$ cat src/design/perlin_noise_3d_core_macros.svh
// Assertion macros shared by the noise core files.
`ifndef PERLIN_NOISE_3D_CORE_MACROS_SVH
`define PERLIN_NOISE_3D_CORE_MACROS_SVH
`ifndef SYNTHESIS
`define PN_ASSERT(label, clk, rst, prop) \
  label: assert property (@(posedge clk) disable iff (rst) (prop)) else $error("%m: label");
`define PN_ASSERT_RST(label, clk, prop) \
  label: assert property (@(posedge clk) (prop)) else $error("%m: label");
`else
`define PN_ASSERT(label, clk, rst, prop)
`define PN_ASSERT_RST(label, clk, prop)
`endif
`endif

$ cat src/design/pn3d_ram.sv
// Generic single-port RAM with registered read.
`timescale 1ns / 1ps
module pn3d_ram #(parameter int Width = 8, parameter int Depth = 256) (
  input  logic                     clk,
  input  logic                     we,
  input  logic [$clog2(Depth)-1:0] addr,
  input  logic [Width-1:0]         wdata,
  output logic [Width-1:0]         rdata
);
  logic [Width-1:0] mem [Depth];
  always_ff @(posedge clk) begin
    if (we) mem[addr] <= wdata;
    rdata <= mem[addr];
  end
endmodule

$ cat config.mk
export PLATFORM = sky130hd
export DESIGN_NAME = pn3d_ram
export DESIGN_NICKNAME = d
export VERILOG_FILES = /design/src/design/perlin_noise_3d_core_macros.svh /design/src/design/pn3d_ram.sv
export SDC_FILE = /design/constraint.sdc
export NUM_CORES = 2
export LEC_CHECK = 0
export BUFFER_PORTS_ARGS = -buffer_cell sky130_fd_sc_hd__buf_2
export CORE_UTILIZATION = 50
export DETAILED_ROUTE_END_ITERATION = 10
export PLACE_DENSITY = 0.63
export SETUP_SLACK_MARGIN = 0.5
export SLEW_MARGIN = 20
export SYNTH_ARGS = -nofsm -noshare
export SYNTH_HDL_FRONTEND = slang
export SYNTH_SLANG_ARGS = --single-unit
$ cat constraint.sdc
create_clock -name clk -period 3.4 [get_ports clk]
set_clock_uncertainty 0.1 [all_clocks]
set_input_delay 0.85 -clock clk [delete_from_list [all_inputs] [get_ports clk]]
set_output_delay 0.85 -clock clk [all_outputs]
set_load 0.005 [all_outputs]
---- After elaboration in Yosys (flattened, before gate mapping) ----
Memories as Yosys holds them, arrays and structs flattened. A register that Yosys moved wholly into a read port is not among the register bits.
Cells that the tools add are included.
storage, ports and cells
  register bits ........................... 0
  latch bits .............................. 0
  bits in writable memories ............... 2,048
  memory bits (read-only) ................. 0
  input bits .............................. 18
  output and inout port bits .............. 8
  logic and storage cells ................. 3
  memories ................................ 1
memory list
  memory  words  bits a word  read ports  clocked after memory_dff  wr ports  RTL line        RTL
  mem     256    8            1           1                         1         pn3d_ram.sv:10  logic [Width-1:0] mem [Depth];
cells by class
  add/subtract/negate cells ............... 0
  multiply operators ...................... 0
  div/mod/pow operators ................... 0
  $lt $le $gt $ge ......................... 0
  eq/ne operators ......................... 0
  shifts and indexed selects .............. 0
  mux-type cells .......................... 2
  bitwise operators ....................... 0
  reduce and logical (&&, ||, !) cells .... 0
operators with widths
  kind               number
  two-way mux 1 bit  2

---- Depth between registers and ports, before layout ----
  word-level depth ........................ 2
  mapped depth ............................ 10
  depth with buffers taken out ............ 5

---- Worst setup path before layout ----
No wires, ideal clock.
  path kind ............................... input -> register
  start point ............................. in addr[1]
  end point ............................... mem mem[111][0], enable pin
  setup time .............................. 0.370 ns
  data arrival time ....................... 2.699 ns
  data required time ...................... 2.930 ns
  path slack .............................. 0.231 ns
  stages on the path ...................... 9
  buffers on the path ..................... 5
  cells stage by stage .................... buf_2 -> clkbuf_1 -> clkbuf_1 -> nand2_1 -> buf_2 -> nor2_1 -> nand2_1 -> clkbuf_1 -> nor2_1
RTL lines
  item             RTL line        RTL
  start, declared  pn3d_ram.sv:6   input logic [$clog2(Depth)-1:0] addr,
  end, declared    pn3d_ram.sv:10
Straight into the memory's write port.

==> impl_metrics.py <==
metrics = {
    "detailed_routing": {
        "routed-via-count": 38200,
        "wire_per_inst_microns": 30.7,
        "routed_wl_mm": 190,
        "viasPerCell": 6.18,
        "drc": 0,
        "dr.pass1.iters": 5,
        "antenna_left": 0,
        "initialDrtViolationCount": 4498,
    },
    "setup_path": {
        "crit_path_start": "addr[0]",
        "worstPathMaxFanout": 29,
        "cp-end-kind": "flop",
        "required_ns": 3.98,
        "worstSetupPathType": "input pin to flop",
        "rr_startpoint": "mem[235][5]$_DFFE_PP_",
        "rr_worst_depth": 6,
        "cp.arrival_ns": 3.68,
        "rrSetupSlack_ns": 0.75,
        "r2r-end": "rdata[5]$_DFF_P_",
        "critPathLaunchType": "input pin",
    },
    "timing": {
        "hold_violations": 0,
        "finalSetupViolCount": 0,
        "fin_crit_sh_pct": 91.2,
        "rsz0062_at_grt": "true",
        "final_max_slew_viol_count": 0,
        "tightestPinTransition_ns": 0.794,
        "tns_ns": 0,
        "max_freq_mhz": 323,
        "whs_ns": 0.360,
        "relSlewSlack_pct": 47.0,
        "fin_crit_ns": 3.10,
    },
    "clock_network": {
        "path_clk_slew_ns": 0.06,
        "cts_tree": "done",
        "cts_hold_buf": 0,
        "clk_root_buffer_cell": "clkbuf_16",
        "htree_levels": 4,
        "clock_sink_count": 2056,
        "post_cts_resized": 9,
        "post_cts_buffers": 0,
        "numCtsBuffers": 201,
        "cts_buffer_depth": 3,
        "clk_latency_ns": 0.83,
    },
    "die": {
        "io-pin-count": 26,
        "start_util_pct": 50.3,
        "die_h_microns": 398,
        "die-area_sq_mm": 0.159,
        "rows": 145,
        "core_sq_mm": 0.156,
        "die_w_microns": 398,
    },
    "worst_hold_path": {
        "hold_path_end": "mem[22][3]$_DFFE_PP_",
        "min_path_cells": 1,
        "hold_path.class": "input pin to flop",
        "min_from": "wdata[3]",
    },
    "grt": {
        "antenna_found_initial": 8,
        "use_met3_pct": 4.59,
        "globalRouteMet2Util_pct": 38.2,
        "grt_usage_pct": 24.4,
        "grt_pass1_vias": 38600,
        "grt_pass1_wl_mm": 276,
        "met1_usage_pct": 35.7,
        "grt_max_degree": 97,
        "grt_most_used_layer": "met2",
        "grt_overflow_total": 0,
    },
    "logic_synthesis": {
        "yosysUniqueCellTypes": 22,
        "synth_seq_cells": 2056,
        "syn_inst": 3547,
        "synth_nets": 3565,
        "yosysWarnings": 0,
        "syn_area_per_cell_sq_um": 22.1,
        "seq_area_frac_synth_pct": 78.6,
        "synthesis.area_sq_mm": 0.0785,
    },
    "placed_design": {
        "hpwl_mm": 119,
        "place.gp.congestion": 0.814,
        "dpl_cell_area_sq_mm": 0.0856,
        "numPortBuffers": 25,
    },
    "status": {
        "status": "complete, no violations",
    },
    "finish": {
        "final_area_sq_mm": 0.0919,
        "drive_above_1_share_pct": 34.5,
        "utilization_pct": 58.9,
        "synthToLayoutAreaGrowth_pct": 17.1,
        "final_nets": 3986,
        "diodes": 0,
    },
    "flow_run": {
        "drv_cap": 0,
    },
    "pwr": {
        "static-leakage-power_uw": 0.0284,
        "ir_drop_v": 0.000562,
        "power.density_mw_per_mm2": 563,
    },
}
## placed cells by master (no fill, tap or decap), drive strengths merged
master    instances
edfxtp         2048
mux4            512
buf             450
a22oi           256
clkbuf          250
nor2            232
a21oi           128
clkinv           91
o41ai            32
nor3             30
nand2            28
nand3            13
bufinv           12
nand4             8
dfxtp             8
inv               8
nor2b             7
clkinvlp          6
nand2b            6
and2              3
or2               2
or3               1
## state kept, by name, indices dropped and copies added (netlist names)
name / flops
mem: 2048
rdata: 8
## worst max-delay path by stage
stage                           end  depth (start not counted)
3_5_place_dp       rdata[5]$_DFF_P_                          8
3_3_place_gp       rdata[1]$_DFF_P_                          8
5_1_grt            rdata[5]$_DFF_P_                          8
2_1_floorplan  mem[55][0]$_DFFE_PP_                          5
4_1_cts            rdata[5]$_DFF_P_                          9
6_report           rdata[5]$_DFF_P_                          8
## synth_stat cells
library cell / count / area, sq um
or3_1: 1 / 6.26
mux4_2: 512 / 11500
a21oi_1: 128 / 641
and2_1: 3 / 18.8
nand4_1: 8 / 50.1
or2_2: 2 / 12.5
nand2_1: 28 / 105
buf_2: 36 / 180
dfxtp_1: 8 / 160
buf_4: 16 / 120
a22oi_1: 256 / 1920
nor2_1: 232 / 871
buf_1: 19 / 71.3
o41ai_1: 32 / 280
edfxtp_1: 2048 / 61500
nor3_1: 30 / 150
nor2b_1: 7 / 43.8
inv_1: 1 / 3.75
nand3_1: 13 / 65.1
nand2b_1: 6 / 37.5
clkbuf_1: 145 / 544
buf_6: 16 / 180
## layout make-up
cell class / count / area (sq um)
timing repair buffer: 450 / 4410
multi-input combinational: 1258 / 17100
clock buffer: 250 / 5320
tap: 2058 / 2570
clock inverter: 116 / 891
sequential: 2056 / 61700
fill: 11000 / 64100
inverter: 1 / 3.75
## cell families (layout without fill, tap and decap cells)
family | count (synthesis) | after routing | share of synthesized area (%)
multiplexers | 512 | 512 | 14.7
flip-flops | 2056 | 2056 | 78.6
AO/OA/AOI/OAI | 416 | 416 | 3.62
AND/OR/NAND/NOR | 330 | 330 | 1.73
buffers and inverters | 233 | 817 | 1.40
## metal layers
metal | up-vias | part of all wire, % | wire length [microns]
met5 | - | 0.045 | 86
met4 | 12 | 2.2 | 4150
met3 | 272 | 8.0 | 15200
met2 | 1554 | 48 | 91100
met1 | 20400 | 42 | 79600
li1 | 16000 | - | -
## power by group
part           total, uW  switching, uW  internal, uW
Clock              21200           9220         11900
Sequential         28000           29.1         27900
Combinational       2620           1620          1000
Total              51700          10900         40900
## worst max-delay path, stage by stage
cell and delay, ns:
buf_8 0.23, buf_12 0.25, buf_12 0.27, mux4_2 0.57, a22oi_1 0.48, a21oi_1 0.25
o41ai_2 0.53, nand4_1 0.16
## through the flow
| step | setup WS (ns) | power (uW) | std cells |
|---|---|---|---|
| after detailed placement | -0.812 | 31100 | 5823 |
| final | 0.300 | 51700 | 6189 |
| after CTS | 0.314 | 52100 | 6189 |
| after floorplan | 0.367 | 29800 | 3547 |
| after global routing | 0.378 | 53100 | 6189 |
| after global placement | -1.01 | 31100 | 5822 |
Note: power is estimated with default switching activity, not from simulation.
