File: src/design/perlin_noise_3d_core_macros.svh
// Assertion macros shared by the noise core files.
`ifndef PERLIN_NOISE_3D_CORE_MACROS_SVH
`define PERLIN_NOISE_3D_CORE_MACROS_SVH
`ifndef SYNTHESIS
`define PN_ASSERT(label, clk, rst, prop) \
  label: assert property (@(posedge clk) disable iff (rst) (prop)) else $error("%m: label");
`define PN_ASSERT_RST(label, clk, prop) \
  label: assert property (@(posedge clk) (prop)) else $error("%m: label");
`else
`define PN_ASSERT(label, clk, rst, prop)
`define PN_ASSERT_RST(label, clk, prop)
`endif
`endif

File: src/design/pn3d_pkg.sv
// Package: constants, types and helpers of the 3D noise core.
`timescale 1ns / 1ps
package pn3d_pkg;
  localparam int TableSize = 256;
  localparam int IdxW = $clog2(TableSize);
  localparam int FracBits = 16;
  localparam int One = 1 << FracBits;
  localparam int ValW = FracBits + 4;   // signed working values
  localparam int MulW = 48;
  localparam int MulOpW = 24;           // multiplier operand width

  localparam logic KIND_LOAD = 1'b0;
  localparam logic KIND_EVAL = 1'b1;

  typedef enum logic [2:0] {
    ST_IDLE, ST_FADE, ST_HASH, ST_GRAD, ST_LERP, ST_OUT
  } state_t;

  typedef struct packed {
    logic        kind;
    logic [7:0]  table_index;
    logic [7:0]  table_value;
    logic [31:0] x_coord;
    logic [31:0] y_coord;
    logic [31:0] z_coord;
  } in_item_t;

  typedef struct packed {
    logic [15:0] noise_value;
  } out_item_t;

  typedef struct packed {
    logic                   start;
    logic signed [MulW-1:0] a;
    logic signed [MulW-1:0] b;
  } mul_req_t;

  function automatic logic signed [ValW-1:0] grad(input logic [3:0] h,
      input logic signed [ValW-1:0] x, input logic signed [ValW-1:0] y,
      input logic signed [ValW-1:0] z);
    logic signed [ValW-1:0] a, b;
    a = (h < 4'd8) ? x : y;
    b = (h < 4'd4) ? y : ((h == 4'd12 || h == 4'd14) ? x : z);
    if (h[0]) a = -a;
    if (h[1]) b = -b;
    return a + b;
  endfunction
endpackage

File: src/design/pn3d_mul.sv
// Shared signed 24x24 multiplier; operands and product are registered.
`timescale 1ns / 1ps
`include "perlin_noise_3d_core_macros.svh"
module pn3d_mul (
  input  logic                          clk,
  input  logic                          rst,
  input  pn3d_pkg::mul_req_t            req,
  output logic                          done,
  output logic signed [pn3d_pkg::MulW-1:0] prod
);
  // every operand the sequencer issues fits 24 bits signed
  logic signed [pn3d_pkg::MulOpW-1:0] a_r, b_r;
  logic signed [pn3d_pkg::MulW-1:0] p_r;
  logic st1;
  always_ff @(posedge clk) begin
    if (rst) begin
      st1 <= 1'b0;
      done <= 1'b0;
    end else begin
      st1 <= req.start;
      done <= st1;
    end
    if (req.start) begin
      a_r <= req.a[pn3d_pkg::MulOpW-1:0];
      b_r <= req.b[pn3d_pkg::MulOpW-1:0];
    end
    if (st1) begin
      p_r <= a_r * b_r;
    end
  end
  assign prod = p_r;
  `PN_ASSERT(a_done_follows, clk, rst, st1 |=> done)
  `PN_ASSERT(a_start_pipe, clk, rst, req.start |=> st1)
  `PN_ASSERT(a_no_overlap, clk, rst, req.start |-> !st1)
endmodule

File: config.mk
export PLATFORM = sky130hd
export DESIGN_NAME = pn3d_mul
export DESIGN_NICKNAME = d
export VERILOG_FILES = /design/src/design/pn3d_pkg.sv /design/src/design/pn3d_mul.sv
export VERILOG_INCLUDE_DIRS = /design/src /design/src/design
export SDC_FILE = /design/constraint.sdc
export NUM_CORES = 2
export LEC_CHECK = 0
export BUFFER_PORTS_ARGS = -buffer_cell sky130_fd_sc_hd__buf_4
export CAP_MARGIN = 20
export CORE_MARGIN = 4
export CORE_UTILIZATION = 53
export DETAILED_ROUTE_END_ITERATION = 16
export PLACE_DENSITY = 0.76
export SLEW_MARGIN = 30
export SYNTH_ARGS = -nofsm -noshare
export SYNTH_HDL_FRONTEND = slang
export SYNTH_SLANG_ARGS = --single-unit
export TNS_END_PERCENT = 5
File: constraint.sdc
create_clock -name clk -period 14.1 [get_ports clk]
set_input_delay 1.41 -clock clk [delete_from_list [all_inputs] [get_ports clk]]
set_output_delay 1.41 -clock clk [all_outputs]
set_load 0.02 [all_outputs]
### Word-level counts from Yosys, hierarchy flattened

Index checks and enable logic that the tools add are counted.

| operators by class | value |
|---|---|
| $mul | 1 |

Operators with widths:

| kind | number |
|---|---|
| $mul 24x24->48 | 1 |

| storage, ports and cells | value |
|---|---|
| logic and storage cells | 6 |
| bits of input ports | 99 |
| register bits after elaboration | 98 |
| output and inout port bits | 49 |

### Depth between registers and ports, before layout

| depth | value |
|---|---|
| depth after elaboration | 1 |
| gate-level depth with buffers | 26 |
| mapped depth without buffers | 24 |

### Least setup slack after synthesis

OpenSTA, ideal clock, no wires.

| timing path | value |
|---|---|
| kind | reg2reg |
| from | register a_r[23] in the netlist's numbering |
| to | register p_r (netlist bit prod[46]) (data pin) |
| path slack | 7,296 ps |
| path buffers | 2 |
| arrival time | 6,546 ps |
| data required time | 13,842 ps |
| period minus slack after synthesis | 6,804 ps |
| cell stages (with the launch flop) | 21 |
| library setup time | 258 ps |
| cells stage by stage | edfxtp_1 > clkbuf_1 > nand2_1 > inv_1 > fa_1 > fa_1 > inv_1 > fa_1 > inv_1 > fa_1 > fa_1 > fa_1 > fa_1 > ha_1 > clkdlybuf4s15_1 > a21oi_1 > o21ai_1 > a311oi_1 > o21ai_0 > o21bai_1 > xnor2_1 |

| between the ends | value |
|---|---|
| word-level cells in the longest chain between the ends | 1 |

Ends and longest elaborated chain:

| element | line | text |
|---|---|---|
| start, declared | pn3d_mul.sv:12 | `logic signed [pn3d_pkg::MulOpW-1:0] a_r, b_r;` |
| start signal, assigned | pn3d_mul.sv:24 | `a_r <= req.a[pn3d_pkg::MulOpW-1:0];` |
| $mul 24x24->48 | pn3d_mul.sv:28 | `p_r <= a_r * b_r;` |
| end signal, assigned | pn3d_mul.sv:28 |  |
| end, declared | pn3d_mul.sv:13 | `logic signed [pn3d_pkg::MulW-1:0] p_r;` |

Every way passes these cells.
A chain may end at the register's enable or synchronous reset.

### Worst setup path after layout

| timing path | value |
|---|---|
| from | register b_r[2] in the netlist's numbering |
| to | register p_r (netlist bit prod[43]) (data pin) |

| between the ends | value |
|---|---|
| word-level cells in the longest chain between the ends | 1 |

Ends and longest elaborated chain:

| element | line | text |
|---|---|---|
| start, declared | pn3d_mul.sv:12 |  |
| start signal, assigned | pn3d_mul.sv:25 | `b_r <= req.b[pn3d_pkg::MulOpW-1:0];` |
| $mul 24x24->48 | pn3d_mul.sv:28 |  |

Every way passes these cells.

==> impl_metrics.env <==
export IMPL_async_flop_share_pct=0
export IMPL_hp_start="st1$_SDFF_PP0_"
export IMPL_start_util_pct=54.0
export IMPL_fin_worst_skew_ps=18.4
export IMPL_cp_common_cell="fa_1"
export IMPL_core_um2=44600
export IMPL_synth_cell_types=66
export IMPL_gp_congestion=0.893
export IMPL_grt_max_degree=50
export IMPL_dr_wl_met3_um=4500
export IMPL_syn2layout_area_growth_pct=7.06
export IMPL_synth_top_cells_by_count="607 x fa_1, 593 x inv_1, 299 x nand2_1, 274 x and2_1, 134 x ha_1"
export IMPL_synth_fa_ha_area_share_pct=57.4
export IMPL_ios=148
export IMPL_synth_nets=3224
export IMPL_num_vias=16500
export IMPL_syn_area_um2=24100
export IMPL_synth_top_family_by_area="adder cells"
export IMPL_yosysMostFrequentCell="fa_1"
export IMPL_tightest_slew_ps=998
export IMPL_critical_path_startpoint_type="flip-flop"
export IMPL_postRouteAntennaNets=0
export IMPL_critPathSlowestCell="edfxtp_1"
export IMPL_post_cts_buffers=0
export IMPL_synth_edff_count=96
export IMPL_wl_um=58200
export IMPL_cts_inserted_buffers=9
export IMPL_place_inst=3016
export IMPL_grt_pass1_wl_um=98000
export IMPL_cts_tree="built"
export IMPL_yosysTopAreaCellShare_pct=50.4
export IMPL_path_cells="and2_1 > fa_1 > fa_1 > inv_1 > fa_1 > inv_1 > fa_1 > fa_1 > fa_1 > fa_1 > ha_1 > inv_1 > nor3_1 > nand3_1 > nor2_1 > a21bo_2 > a21boi_0 > o21ai_0 > a211oi_1"
export IMPL_required_ps=14320
export IMPL_synth_compound_area_share_pct=3.89
export IMPL_drc=0
export IMPL_cp_end_kind="flip-flop"
export IMPL_grt_pass1_vias=19000
export IMPL_slew_violations=0
export IMPL_crit_arrival_ps=8240
export IMPL_worstPathMaxFanout=24
export IMPL_hold_path_class="reg -> reg"
export IMPL_period_minus_slack_ps=8020
export IMPL_antenna_cells=0
export IMPL_topRoutingLayerUsed="met4"
export IMPL_m1WireLength_um=21900
export IMPL_fin_nets=3276
export IMPL_max_freq_mhz=125
export IMPL_grt_util_all_layers_pct=25.2
export IMPL_cts_buffer_depth=2
export IMPL_cts_root_buf="clkbuf_16"
export IMPL_firstDrtPassIters=5
export IMPL_routedWlPerCell_um=19.2
export IMPL_finalHoldViolCount=0
export IMPL_die_area_um2=48900
export IMPL_yosys_register_bits=98
export IMPL_drive_gt1_share_pct=7.37
export IMPL_yosysTopAreaCell="fa_1"
export IMPL_finalCritPeriodShare_pct=56.9
export IMPL_clock_latency_ps=410
export IMPL_rows=77
export IMPL_synthFlopType="edfxtp_1"
export IMPL_die_x_um=221
export IMPL_synthCells=2384
export IMPL_setup_violations=0
export IMPL_hold_depth=0
export IMPL_yosysSeqAreaShare_pct=12.1
export IMPL_holdBufCountCts=0
export IMPL_setup_tns_final_ps=0
export IMPL_clock_sinks=98
export IMPL_overflow=0
export IMPL_reg2reg_depth=19
export IMPL_routed_wl_met2_um=29200
export IMPL_cts_repair_resized=0
export IMPL_dp_hpwl_um=45700
export IMPL_portBuffers=99
export IMPL_r2r_end="prod[43]$_DFFE_PP_"
export IMPL_ys_warnings_count=0
export IMPL_maxCapViolations=0
export IMPL_rrSetupSlack_ps=6080
export IMPL_nFillCells=3625
export IMPL_worstSetupPathType="reg -> reg"
export IMPL_drtIter0Drc=1059
export IMPL_status="completed"
export IMPL_htreeDepth=3
export IMPL_clk_pin_slew_ps=80
export IMPL_rsz0062_at_grt="false"
export IMPL_synth_top_cells_by_area="fa_1 50%, edfxtp_1 12%, inv_1 9.2%"
export IMPL_min_to="prod[33]$_DFFE_PP_"
export IMPL_die_h_um=221
export IMPL_max_slew_margin_rel_pct=33.5
export IMPL_synth_simple_area_share_pct=13.7
export IMPL_synth_xor_area_share_pct=1.85
export IMPL_r2r_start="b_r[2]$_DFFE_PP_"
export IMPL_antenna_found_initial=0
export IMPL_synthMuxAreaShare_pct=0.0467
export IMPL_routed_via_density=5.45
export IMPL_syn_avg_cell_area_um2=10.1
export IMPL_slowest_delay_ps=1000
export IMPL_final_cells=3033
-- metrics by stage --
step	hold WS (ps)	setup WS [ps]	instance area (µm²)	utilization, %
after CTS	715	6040	25800	57.8
final	690	6080	25800	57.8
after floorplan	592	7300	24100	-
after detailed placement	692	6090	25500	57.2
after global routing	742	5740	25800	57.8
after global placement	691	6200	25500	57.1
-- state kept, by name (all words and copies together), names as in the netlist --
| name | cells |
|---|---|
| prod | 48 |
| a_r | 24 |
| b_r | 24 |
| done | 1 |
| st1 | 1 |
-- cells in the final DEF (no fill, tap or decap), types with 6 or more instances in the layout --
master     synthesis  final
a211oi_1          10     10
a21o_1            17     17
a21oi_1           34     34
and2_1           274    274
buf_4              0    141
clkbuf_16          0      9
edfxtp_1          96     96
fa_1             607    607
ha_1             134    134
inv_1            593    593
nand2_1          299    299
nand2b_1           7      7
nand3_1            9      9
nor2_1            40     40
nor3_1            11     11
o211ai_1           7      7
o21a_1             6      6
o21ai_0           18     18
xnor2_1           37     37
xor2_1            14     14
-- area by class of cell --
type	count	area, µm²	share of cell area, %
clock inverter	7	61.3	0.238
tap	592	741	2.87
sequential	98	2920	11.3
timing repair buffer	143	1080	4.21
clock buffer	9	225	0.873
inverter	594	2230	8.64
multi-input combinational	1590	18500	71.8
-- worst max-delay path, delay by kind of cell, from the launching register on --
kind / cells / cell delay, ps
buffers and inverters: 3 / 720
AOI/OAI and AO/OA: 4 / 850
DFF: 1 / 1000
and+or+nand+nor: 4 / 900
adders and majority gates: 8 / 4340
-- metal layers --
metal | up-vias | global-route usage [%]
met4 | 0 | 10.9
li1 | 7047 | -
met1 | 8567 | 32.1
met5 | - | 0
met2 | 723 | 42.5
met3 | 180 | 4.88
-- worst max-delay path by stage --
stage	slack (ps)	cells after the start	start	to
floorplan	7300	20	a_r[23]$_DFFE_PP_	prod[46]$_DFFE_PP_
detailed placement	6090	19	b_r[2]$_DFFE_PP_	prod[43]$_DFFE_PP_
finish	6080	19	b_r[2]$_DFFE_PP_	prod[43]$_DFFE_PP_
global placement	6200	19	b_r[2]$_DFFE_PP_	prod[43]$_DFFE_PP_
CTS	6040	19	b_r[2]$_DFFE_PP_	prod[43]$_DFFE_PP_
global route	5740	19	b_r[2]$_DFFE_PP_	prod[43]$_DFFE_PP_
-- logic make-up after synthesis --
group                      after synthesis
muxes                                    1
buffers and inverters                  696
AOI/OAI and AO/OA                      132
DFF                                     98
adders and majority gates              741
and+or+nand+nor                        665
xor gates and xnor gates                51
Power is not shown: default switching activity piles up to over one toggle a cycle in this logic, so the estimate is an artifact.
